### config.mk
export PLATFORM = sky130hd
export DESIGN_NAME = sprite_pixel_alpha_compositor_core
export DESIGN_NICKNAME = d
export VERILOG_FILES = /design/src/design/spac_pkg.sv /design/src/design/sprite_pixel_alpha_compositor_core.sv
export SDC_FILE = /design/constraint.sdc
export NUM_CORES = 1
export LEC_CHECK = 0
export CAP_MARGIN = 5
export CORE_MARGIN = 2
export CORE_UTILIZATION = 40
export CTS_CLUSTER_SIZE = 14
export DETAILED_ROUTE_END_ITERATION = 10
export DONT_BUFFER_PORTS = 1
export PLACE_DENSITY_LB_ADDON = 0.3
export SYNTH_ARGS = -nofsm -noshare
export SYNTH_HDL_FRONTEND = slang
export SYNTH_SLANG_ARGS = --single-unit
### constraint.sdc
create_clock -name clk_i -period 18.58 [get_ports clk_i]
set_input_delay 5.574 -clock clk_i [delete_from_list [all_inputs] [get_ports clk_i]]
set_output_delay 5.574 -clock clk_i [all_outputs]
set_load 0.01 [all_outputs]
### src/design/spac_pkg.sv
// Package: screen size, configuration register indexes and pipeline stage types.
package spac_pkg;

  localparam int unsigned SCREEN_WIDTH  = 320;
  localparam int unsigned SCREEN_HEIGHT = 240;

  // Screen bounds as 17-bit signed values for the position compares.
  localparam logic signed [16:0] ScrWidthS  = 17'(SCREEN_WIDTH);
  localparam logic signed [16:0] ScrHeightS = 17'(SCREEN_HEIGHT);

  localparam int unsigned CfgIdxW  = 3;
  localparam int unsigned CfgDataW = 16;

  typedef enum logic [CfgIdxW-1:0] {
    CFG_SPRITE_POS_X  = 3'd0,
    CFG_SPRITE_POS_Y  = 3'd1,
    CFG_VIEW_OFFSET_X = 3'd2,
    CFG_VIEW_OFFSET_Y = 3'd3,
    CFG_SPRITE_WIDTH  = 3'd4,
    CFG_SPRITE_HEIGHT = 3'd5,
    CFG_OPACITY       = 3'd6,
    CFG_BLEND_ENABLE  = 3'd7
  } cfg_reg_e;

  localparam logic [7:0] OpaqueAlpha = 8'd255;

  // Stage 1: texel fields, camera-adjusted sprite origin and early decisions.
  typedef struct packed {
    logic [7:0]         lx;
    logic [7:0]         ly;
    logic [15:0]        fg;
    logic [15:0]        bg;
    logic signed [15:0] sx;
    logic signed [15:0] sy;
    logic               ok;
    logic               blend;
  } spac_s1_t;

  // Stage 2: final write decision, position and channel products.
  typedef struct packed {
    logic        we;
    logic [8:0]  col;
    logic [7:0]  row;
    logic [15:0] fg;
    logic        blend;
    logic [12:0] r_fg;
    logic [12:0] r_bg;
    logic [13:0] g_fg;
    logic [13:0] g_bg;
    logic [12:0] b_fg;
    logic [12:0] b_bg;
  } spac_s2_t;

endpackage

### src/design/sprite_pixel_alpha_compositor_core.sv
// Sprite pixel compositor: clipping and RGB565 alpha blending in a three-stage pipeline.
//
//  Channel   Signals                                           Direction
//  -------   -----------------------------------------------   ---------
//  request   in_valid_i/in_ready_o, local_x/y, texel/backdrop  input
//  result    out_valid_o/out_ready_i, write_enable, col/row,   output
//            out_color
//  config    cfg_wr_en_i, cfg_idx_i, cfg_data_i                input
//
// Every request gives exactly one result after passing the three registered stages.
// A new request is taken in every cycle unless a stall holds the pipeline, and the
// channel multipliers all sit in the middle stage.
// The whole pipeline advances together whenever the result register is empty
// or its result is being taken, so a stall freezes every stage in place.
// Reset clears the stage valid bits and loads the register reset values;
// there is no clearing pass.
module sprite_pixel_alpha_compositor_core
  import spac_pkg::*;
(
  input  logic                clk_i,
  input  logic                rst_ni,
  // Configuration writes
  input  logic                cfg_wr_en_i,
  input  logic [CfgIdxW-1:0]  cfg_idx_i,
  input  logic [CfgDataW-1:0] cfg_data_i,
  // Request channel
  input  logic                in_valid_i,
  output logic                in_ready_o,
  input  logic [7:0]          local_x_i,
  input  logic [7:0]          local_y_i,
  input  logic [15:0]         texel_color_i,
  input  logic [15:0]         backdrop_color_i,
  // Result channel
  output logic                out_valid_o,
  input  logic                out_ready_i,
  output logic                write_enable_o,
  output logic [8:0]          screen_col_o,
  output logic [7:0]          screen_row_o,
  output logic [15:0]         out_color_o
);

  // Configuration registers. The user must change them only while the pipeline is
  // empty (the block does not enforce this), so every stage reads them directly.
  logic [15:0] pos_x_q, pos_y_q, view_x_q, view_y_q;
  logic [7:0]  width_q, height_q, opacity_q;
  logic        blend_en_q;

  always_ff @(posedge clk_i or negedge rst_ni) begin
    if (!rst_ni) begin
      pos_x_q    <= '0;
      pos_y_q    <= '0;
      view_x_q   <= '0;
      view_y_q   <= '0;
      width_q    <= '0;
      height_q   <= '0;
      opacity_q  <= OpaqueAlpha;
      blend_en_q <= 1'b0;
    end else if (cfg_wr_en_i) begin
      case (cfg_idx_i)
        CFG_SPRITE_POS_X:  pos_x_q    <= cfg_data_i;
        CFG_SPRITE_POS_Y:  pos_y_q    <= cfg_data_i;
        CFG_VIEW_OFFSET_X: view_x_q   <= cfg_data_i;
        CFG_VIEW_OFFSET_Y: view_y_q   <= cfg_data_i;
        CFG_SPRITE_WIDTH:  width_q    <= cfg_data_i[7:0];
        CFG_SPRITE_HEIGHT: height_q   <= cfg_data_i[7:0];
        CFG_OPACITY:       opacity_q  <= cfg_data_i[7:0];
        CFG_BLEND_ENABLE:  blend_en_q <= cfg_data_i[0];
        default:           ;
      endcase
    end
  end

  // Global advance: all stages move when the result register can take a value.
  logic adv;
  logic s1_valid_q, s2_valid_q, out_valid_q;

  assign adv        = !out_valid_q || out_ready_i;
  assign in_ready_o = adv;

  always_ff @(posedge clk_i or negedge rst_ni) begin
    if (!rst_ni) begin
      s1_valid_q  <= 1'b0;
      s2_valid_q  <= 1'b0;
      out_valid_q <= 1'b0;
    end else if (adv) begin
      s1_valid_q  <= in_valid_i;
      s2_valid_q  <= s1_valid_q;
      out_valid_q <= s2_valid_q;
    end
  end

  // ---------------------------------------------------------------------------
  // Stage 1: the sprite is rejected when its world origin lies beyond the screen
  // bounds, widened by its size at the left and top; the camera-relative origin
  // wraps to 16 bits. A black texel is dropped when the sprite is opaque.
  // ---------------------------------------------------------------------------
  spac_s1_t           s1_d, s1_q;
  logic signed [16:0] px_ext, py_ext, neg_w, neg_h;
  logic               off_screen;

  always_comb begin
    px_ext     = {pos_x_q[15], pos_x_q};
    py_ext     = {pos_y_q[15], pos_y_q};
    neg_w      = -$signed({9'b0, width_q});
    neg_h      = -$signed({9'b0, height_q});
    off_screen = (px_ext < neg_w) || (px_ext > ScrWidthS) ||
                 (py_ext < neg_h) || (py_ext > ScrHeightS);

    s1_d.lx    = local_x_i;
    s1_d.ly    = local_y_i;
    s1_d.fg    = texel_color_i;
    s1_d.bg    = backdrop_color_i;
    s1_d.sx    = $signed(pos_x_q - view_x_q);
    s1_d.sy    = $signed(pos_y_q - view_y_q);
    s1_d.ok    = !off_screen && (local_x_i < width_q) && (local_y_i < height_q) &&
                 !((texel_color_i == 16'd0) && (opacity_q == OpaqueAlpha));
    s1_d.blend = blend_en_q && (opacity_q != OpaqueAlpha);
  end

  always_ff @(posedge clk_i) begin
    if (adv) begin
      s1_q <= s1_d;
    end
  end

  // ---------------------------------------------------------------------------
  // Stage 2: screen position and display clip; per-channel products of the
  // texel with alpha and of the backdrop with its complement.
  // ---------------------------------------------------------------------------
  spac_s2_t           s2_d, s2_q;
  logic signed [16:0] col, row;
  logic [7:0]         inv_a;

  always_comb begin
    col   = {s1_q.sx[15], s1_q.sx} + $signed({9'b0, s1_q.lx});
    row   = {s1_q.sy[15], s1_q.sy} + $signed({9'b0, s1_q.ly});
    inv_a = OpaqueAlpha - opacity_q;

    s2_d.we    = s1_q.ok && (col >= 17'sd0) && (col < ScrWidthS) &&
                 (row >= 17'sd0) && (row < ScrHeightS);
    s2_d.col   = col[8:0];
    s2_d.row   = row[7:0];
    s2_d.fg    = s1_q.fg;
    s2_d.blend = s1_q.blend;
    s2_d.r_fg  = {8'b0, s1_q.fg[15:11]} * {5'b0, opacity_q};
    s2_d.r_bg  = {8'b0, s1_q.bg[15:11]} * {5'b0, inv_a};
    s2_d.g_fg  = {8'b0, s1_q.fg[10:5]}  * {6'b0, opacity_q};
    s2_d.g_bg  = {8'b0, s1_q.bg[10:5]}  * {6'b0, inv_a};
    s2_d.b_fg  = {8'b0, s1_q.fg[4:0]}   * {5'b0, opacity_q};
    s2_d.b_bg  = {8'b0, s1_q.bg[4:0]}   * {5'b0, inv_a};
  end

  always_ff @(posedge clk_i) begin
    if (adv) begin
      s2_q <= s2_d;
    end
  end

  // ---------------------------------------------------------------------------
  // Stage 3: blend by summing the products and keeping each channel's top bits,
  // else pass the texel; zero the whole result when the pixel is not written.
  // ---------------------------------------------------------------------------
  logic [13:0] r_sum, b_sum;
  logic [14:0] g_sum;
  logic [15:0] color;
  logic        we_q;
  logic [8:0]  col_q;
  logic [7:0]  row_q;
  logic [15:0] color_q;

  always_comb begin
    r_sum = {1'b0, s2_q.r_fg} + {1'b0, s2_q.r_bg};
    g_sum = {1'b0, s2_q.g_fg} + {1'b0, s2_q.g_bg};
    b_sum = {1'b0, s2_q.b_fg} + {1'b0, s2_q.b_bg};
    color = s2_q.blend ? {r_sum[12:8], g_sum[13:8], b_sum[12:8]} : s2_q.fg;
  end

  always_ff @(posedge clk_i) begin
    if (adv) begin
      we_q    <= s2_q.we;
      col_q   <= s2_q.we ? s2_q.col : 9'd0;
      row_q   <= s2_q.we ? s2_q.row : 8'd0;
      color_q <= s2_q.we ? color    : 16'd0;
    end
  end

  assign out_valid_o    = out_valid_q;
  assign write_enable_o = we_q;
  assign screen_col_o   = col_q;
  assign screen_row_o   = row_q;
  assign out_color_o    = color_q;

endmodule

# Word level (Yosys, flattened, before mapping)
# Cells that the tools add are included.
# W data, S select, Z words.
[word_totals]
ff_bits = 323
in_bits = 72
[op_classes]
reduce_logical = 26
n_mux = 1
order_cmp = 10
add_sub_neg = 10
mul = 6
eq_ne = 9
[op_table]
columns = ["operator", "n"]
rows = [
  ["$mul A5 B8 Y13", 4],
  ["$add A16 B9 Y17", 2],
  ["$ge A17 B1 Y1 const B", 2],
  ["$lt A16 B17 Y1", 2],
  ["$neg A8 Y17", 2],
  ["$sub A16 B16 Y16", 2],
  ["$mul A6 B8 Y14", 2],
  ["$add A13 B13 Y13", 2],
  ["$lt A17 B10 Y1 const B", 1],
  ["$lt A17 B9 Y1 const B", 1],
  ["$gt A16 B10 Y1 const B", 1],
  ["$gt A16 B9 Y1 const B", 1],
  ["$logic_not A16 Y1", 1],
  ["$lt A8 B8 Y1", 2],
  ["$mux W16", 1],
  ["$reduce_and A2 Y1", 8],
  ["$add A14 B14 Y14", 1],
  ["$eq A3 B3 Y1 const B", 4],
  ["$logic_and A1 B1 Y1", 9],
  ["$eq A8 B8 Y1 const B", 1],
  ["$ne A8 B8 Y1 const B", 1],
  ["$sub A8 B8 Y8 const A", 1],
  ["$eq A3 B2 Y1 const B", 2],
  ["$logic_or A1 B1 Y1", 4],
  ["other kinds (3)", 5],
]

# Longest topological paths before layout
# Gate-level depths: netlist of the first run.
[depth]
word_depth = 9
mapped_depth = 16
ltp_nobuf = 15

# Least setup slack after synthesis of the first run
# Ideal clock, no wire load.
[synth_path]
path_type = "in2out"
start = "input out_ready_i"
end = "output in_ready_o"
setup_slack_ns = 1.764
path_stages = 1
arrival_ns = 11.242
path_buffers = 0
path_cell_list = "nand2b_1"
[synth_via]
elab_chain_len = 1
[synth_lines]
columns = ["item", "line_no", "text"]
rows = [
  ["start, declared", "sprite_pixel_alpha_compositor_core.sv:35", "input logic out_ready_i,"],
  ["$logic_or A1 B1 Y1", "sprite_pixel_alpha_compositor_core.sv:77", "assign adv = !out_valid_q || out_ready_i;"],
  ["end, declared", "sprite_pixel_alpha_compositor_core.sv:28", "output logic in_ready_o,"],
]
# No other way between the ends.

# Worst setup path in the final report of the first run
# Same ends and word-level chain as after synthesis.

==> results of run 1 <==
## area by class of cell
class	instances	area, um2	area share
Sequential cell	323	9250	0.370
Clock inverter	26	284	0.0113
Multi-Input combinational cell	1411	12500	0.501
Antenna cell	2	5.00	0.000200
Clock buffer	43	991	0.0396
Inverter	246	923	0.0369
Tap cell	756	946	0.0378
Timing Repair Buffer	11	82.6	0.00330
## report_power, final
group          internal, mW  switching (mW)  total [mW]  leakage, nW
registers              1.17           0.202        1.37         3.45
logic                 0.964            1.14        2.11         7.08
clock network         0.457           0.312       0.769        0.619
total                  2.59            1.65        4.25         11.2
## stage by stage
stage	power, mW	instances	hold slack (ns)	setup slack, ns	area, um2
3_5_place_dp	3.51	2747	0.408	6.93	23700
5_1_grt	4.66	2817	0.452	6.90	25000
2_1_floorplan	3.05	2022	0.400	1.76	22900
3_3_place_gp	3.44	2747	0.404	6.94	23700
6_report	4.25	2818	0.428	6.95	25000
4_1_cts	4.30	2816	0.427	6.93	25000
## synth_stat cells (all sizes together) (5+ instances only)
library cell and n:
o21bai 14, nand3 14, a21oi 96, or3 6, and3 8, nand4 17, o211ai 5, nor3b 9
inv 246, mux2 66, nand2b 45, o21ai 81, edfxtp 231, a211oi 5, a21o 46, and2 114
fa 126, nor4 16, nor2 42, o21a 11, nor3 24, ha 258, dfstp 8, dfrtp 84
xor2 41, nand2 101, clkbuf 41, nor2b 115, xnor2 80, mux2i 8
## state kept, by name (all words and copies together) (netlist names)
register / flops
s1_valid_q: 1
pos_x_q: 16
width_q: 8
screen_row_o: 8
s1_q: 82
opacity_q: 8
height_q: 8
s2_valid_q: 1
screen_col_o: 9
pos_y_q: 16
out_valid_o: 1
write_enable_o: 1
s2_q: 115
out_color_o: 16
blend_en_q: 1
view_y_q: 16
view_x_q: 16
## routing by layer
layer  GRT usage  vias up  wire (um)  share of wire
met1       0.216     7085      21700           0.45
met5           0        -         13        0.00027
met4      0.0565        2       1300          0.027
li1            -     7009          -              -
met2       0.282      240      23000           0.48
met3      0.0327       85       2260          0.047
## cells by family (layout without fill, tap and decap cells)
group | Yosys count | count (layout)
other | 0 | 2
AND/OR/NAND/NOR | 523 | 523
adder cells (fa/ha/maj) | 384 | 384
flip-flops | 323 | 323
XOR/XNOR | 121 | 121
multiplexers | 74 | 74
AO/OA/AOI/OAI | 309 | 309
buffers and inverters | 288 | 326
## final timing paths
kind	startpoint	to	slack, ns	depth (start not counted)
setup / recovery	out_ready_i	in_ready_o	6.95	1
hold / removal	s1_q[0]	s2_q[80]	0.43	0
setup reg to reg	opacity_q[0]	s2_q[79]	13.66	14
hold reg to reg	s1_q[0]	s2_q[80]	0.43	0
max in group asynchronous	rst_ni	opacity_q[0]	13.63	0
min in group asynchronous	rst_ni	pos_x_q[9]	4.70	0
==> impl_metrics.env, run 1 <==
export IMPL_period_share=0.626
export IMPL_clock_latency_ns=0.57
export IMPL_crit_type="primary input to primary output"
export IMPL_grt_pass1_vias=15000
export IMPL_mappedNetlistArea_mm2=0.0229
export IMPL_synthFlopType="edfxtp_1"
export IMPL_p_per_area_mw_per_mm2=170
export IMPL_cp_cell_sequence="nand2b_4"
export IMPL_cts_hold_repair_buffers=0
export IMPL_critPathRequiredTime_ns=13.01
export IMPL_placement_io_buffers=0
export IMPL_power_leakage_nw=11.2
export IMPL_hp_class="flip-flop to flip-flop"
export IMPL_endpoint_kind="primary output"
export IMPL_vias=14400
export IMPL_area_delta_synth_final_pct=9.50
export IMPL_coreArea_mm2=0.0564
export IMPL_drc=0
export IMPL_synthAdderAreaFrac=0.252
export IMPL_gr_total_overflow=0
export IMPL_die_area_mm2=0.0591
export IMPL_setup_viol=0
export IMPL_ir_drop_uv=81.6
export IMPL_detail_route_antenna_nets=0
export IMPL_drtPass1Iterations=5
export IMPL_yosysTopAreaCellShare=0.304
export IMPL_cts_resized=0
export IMPL_cpMaxStageDelayCell="nand2b_4"
export IMPL_cp_slowest_stage_delay_ns=0.44
export IMPL_synthCells=2022
export IMPL_arrival_ns=6.05
export IMPL_synthSimpleGateAreaFrac=0.127
export IMPL_hpwlAfterDp_mm=35.9
export IMPL_postCtsSetupBuffers=0
export IMPL_hold_viol=0
export IMPL_initial_core_util=0.405
export IMPL_synth_xor_area_share=0.0464
export IMPL_track_usage=0.168
export IMPL_skew_ns=0.0213
export IMPL_crit_path_start_kind="primary input"
export IMPL_routedWlPerCell_um=17.1
export IMPL_crit_buf_inv=0
export IMPL_grt_first_pass_wirelength_mm=78.9
export IMPL_crit_family="simple AND/OR/NAND/NOR gates"
export IMPL_clockRootBuffer="clkbuf_16"
export IMPL_synth_avg_cell_area_um2=11.3
export IMPL_yosysUniqueCellTypes=69
export IMPL_io_pins=108
export IMPL_h_tree_depth=2
export IMPL_status="finished, final reports clean"
export IMPL_die_h_um=243
export IMPL_layout_common_cells="ha_1 (258), inv_1 (246), edfxtp_1 (231)"
export IMPL_final_min_clock_period_ns=11.63
export IMPL_synth_area_top_cells="edfxtp_1 (30%), ha_1 (14%), fa_1 (11%), dfrtp_1 (9.2%), inv_1 (4.0%)"
export IMPL_async_flop_share=0.285
export IMPL_rows=87
export IMPL_maxCapViolCount=0
export IMPL_cts_sink_count=323
export IMPL_worst_pin_slew_ns=1.18
export IMPL_synth_area_leader_cell="edfxtp_1"
export IMPL_grt_start_max_net_pins=93
export IMPL_syn_nets=2478
export IMPL_clockBufferDepth=3
export IMPL_ys_ff_latch=323
export IMPL_post_route_util=0.444
export IMPL_routed_via_density=5.12
export IMPL_clkTransAtPathRegs_ns=0.06
export IMPL_cp_max_fo=34
export IMPL_antenna_found_initial=3
export IMPL_rsz0062_at_grt="false"
export IMPL_synth_mux_area_fraction=0.0362
export IMPL_gp_congestion=0.827
export IMPL_fmax_mhz=86.0
export IMPL_finalMaxSlewViolations=0
export IMPL_synth_compound_area_share=0.0864
export IMPL_num_fill_cells=5280
export IMPL_synth_seq_area_share=0.405
export IMPL_nets=2488
export IMPL_setup_tns_ns=0
export IMPL_cts_tree="done"
export IMPL_final_common_cell="ha_1"
export IMPL_synth_top_family_by_area="adder cells"
export IMPL_die_w_um=243
export IMPL_slew_limit_headroom=0.206
export IMPL_cts_buffers=39
export IMPL_synth_edf_count=231
export IMPL_final_layout_size_suffix_gt1_frac=0.0782
export IMPL_drtIter0Drc=626
export IMPL_ys_warnings_count=0
export IMPL_wl_mm=48.3
No activity file was read; power rests on OpenSTA's default activity.
==> run 2, diff against run 1 <==
==> constraint.sdc (replaced) <==
create_clock -name clk_i -period 12.1 [get_ports clk_i]
set_input_delay 3.63 -clock clk_i [delete_from_list [all_inputs] [get_ports clk_i]]
set_output_delay 3.63 -clock clk_i [all_outputs]
set_load 0.01 [all_outputs]
==> run 2 against run 1 <==
Power is 54% higher. Sequential power increased by 54%. First-iteration DRC count rose by 2.7%. Critical path depth did not move. Sequential share of layout area rose by 0.076 points. Flip-flop and latch count stayed put. Largest power group unchanged.
==> impl_metrics.env, run 2 (same netlist as run 1, synthesis figures left out) <==
export IMPL_io_pins=108
export IMPL_crit_path_start_kind="primary input"
export IMPL_design_area_mm2=0.0250
export IMPL_hpwlAfterDp_mm=36.7
export IMPL_cp_cell_sequence="nand2b_4"
export IMPL_vias=14500
export IMPL_final_layout_size_suffix_gt1_frac=0.0766
export IMPL_timing_rr_start="opacity_q[0]"
export IMPL_die_w_um=243
export IMPL_finalMaxSlewViolations=0
export IMPL_cts_buffers=39
export IMPL_clkTransAtPathRegs_ns=0.06
export IMPL_detail_route_antenna_nets=0
export IMPL_status="finished, final reports clean"
export IMPL_crit_buf_inv=0
export IMPL_routedWlPerCell_um=17.6
export IMPL_post_layout_nonfiller_instances=2820
export IMPL_placement_io_buffers=0
export IMPL_cp_max_fo=47
export IMPL_cp_slowest_stage_delay_ns=0.53
export IMPL_clockBufferDepth=3
export IMPL_worst_pin_slew_ns=1.06
export IMPL_skew_ns=0.0217
export IMPL_cts_sink_count=323
export IMPL_die_h_um=243
export IMPL_largest_reg_flops=115
export IMPL_gp_congestion=0.849
export IMPL_critPathRequiredTime_ns=8.47
export IMPL_slew_limit_headroom=0.287
export IMPL_cpMaxStageDelayCell="nand2b_4"
export IMPL_drc=0
export IMPL_hp_class="flip-flop to flip-flop"
export IMPL_routed_via_density=5.15
export IMPL_rows=87
export IMPL_arrival_ns=4.20
export IMPL_worstHoldStart="s2_valid_q"
export IMPL_gr_total_overflow=0
export IMPL_area_delta_synth_final_pct=9.28
export IMPL_grt_pass1_vias=15100
export IMPL_regMostFlops="s2_q"
export IMPL_track_usage=0.170
export IMPL_totalPowerFinal_mw=6.55
export IMPL_largestRegisters="s2_q: 115 flops, s1_q: 82 flops"
export IMPL_die_area_mm2=0.0591
export IMPL_grt_first_pass_wirelength_mm=80.0
export IMPL_wl_mm=49.6
export IMPL_period_share=0.647
export IMPL_cts_resized=0
export IMPL_ir_drop_uv=111
export IMPL_placed_area_mm2=0.0237
export IMPL_coreArea_mm2=0.0564
export IMPL_endpoint_kind="primary output"
export IMPL_drtIter0Drc=643
export IMPL_final_min_clock_period_ns=7.83
export IMPL_power_leakage_nw=11.1
export IMPL_crit_type="primary input to primary output"
export IMPL_initial_core_util=0.405
export IMPL_setup_viol=0
export IMPL_clockRootBuffer="clkbuf_16"
export IMPL_placed_cells=2747
export IMPL_clock_latency_ns=0.57
export IMPL_postCtsSetupBuffers=0
export IMPL_crit_family="simple AND/OR/NAND/NOR gates"
export IMPL_holdWs_ns=0.472
export IMPL_grt_start_max_net_pins=93
export IMPL_cts_hold_repair_buffers=0
export IMPL_layout_common_cells="ha_1 (258), inv_1 (246), edfxtp_1 (231)"
export IMPL_cp_startpoint="out_ready_i"
export IMPL_cts_tree="done"
export IMPL_antenna_found_initial=3
export IMPL_h_tree_depth=2
export IMPL_maxCapViolCount=0
export IMPL_p_per_area_mw_per_mm2=262
export IMPL_setup_slack_ns=4.27
export IMPL_fmax_mhz=128
export IMPL_setup_tns_ns=0
export IMPL_pre_cts_ws_ns=4.28
export IMPL_rsz0062_at_grt="false"
export IMPL_nets=2488
export IMPL_hold_viol=0
export IMPL_drtPass1Iterations=5
export IMPL_post_route_util=0.443
export IMPL_final_common_cell="ha_1"
run 2: cell types whose count changed in the layout (fill, tap and decap cells not counted):
cell	delta
inv_16	-1
clkinv_1	-3
clkinvlp_4	-1
clkinvlp_2	-1
diode_2	-1
clkinv_8	+1
clkbuf_8	+2
clkinv_2	+3
inv_6	-1
clkinv_4	-2
clkbuf_1	+9
bufinv_16	-3
inv_4	-1
clkbuf_16	+1
run 2: metal layers:
| layer | up-vias | wire (um) | global-route usage | part of all wire |
|---|---|---|---|---|
| li1 | 6985 | - | - | - |
| met1 | 7142 | 21500 | 0.214 | 0.43 |
| met2 | 294 | 23700 | 0.288 | 0.48 |
| met3 | 93 | 2750 | 0.0375 | 0.055 |
| met4 | 2 | 1600 | 0.0603 | 0.032 |
| met5 | - | 46 | 0.00572 | 0.00093 |
run 2: area by class of cell:
class                      count  area (um2)
sequential                   323        9250
inverter                     246         923
antenna                        1        2.50
clock inverter                17         149
fill                        5292       31400
clock buffer                  55        1080
tap                          756         946
multi-input combinational   1411       12500
timing repair buffer          11        82.6
run 2: power breakdown:
group	leakage (nW)	internal [mW]	switching, mW	total [mW]
registers	3.45	1.80	0.306	2.11
clock network	0.601	0.666	0.465	1.13
logic	7.08	1.49	1.82	3.31
total	11.1	3.95	2.59	6.55
run 2: final timing paths:
| path | to | cells after the start | slack, ns |
|---|---|---|---|
| worst max register to register | s2_q[25] | 14 | 7.14 |
| worst min-delay path | out_valid_o | 1 | 0.47 |
| min in group asynchronous | pos_x_q[14] | 0 | 2.76 |
| worst max-delay path | in_ready_o | 1 | 4.27 |
| worst min register to register | out_valid_o | 1 | 0.47 |
| max in group asynchronous | opacity_q[7] | 0 | 9.12 |
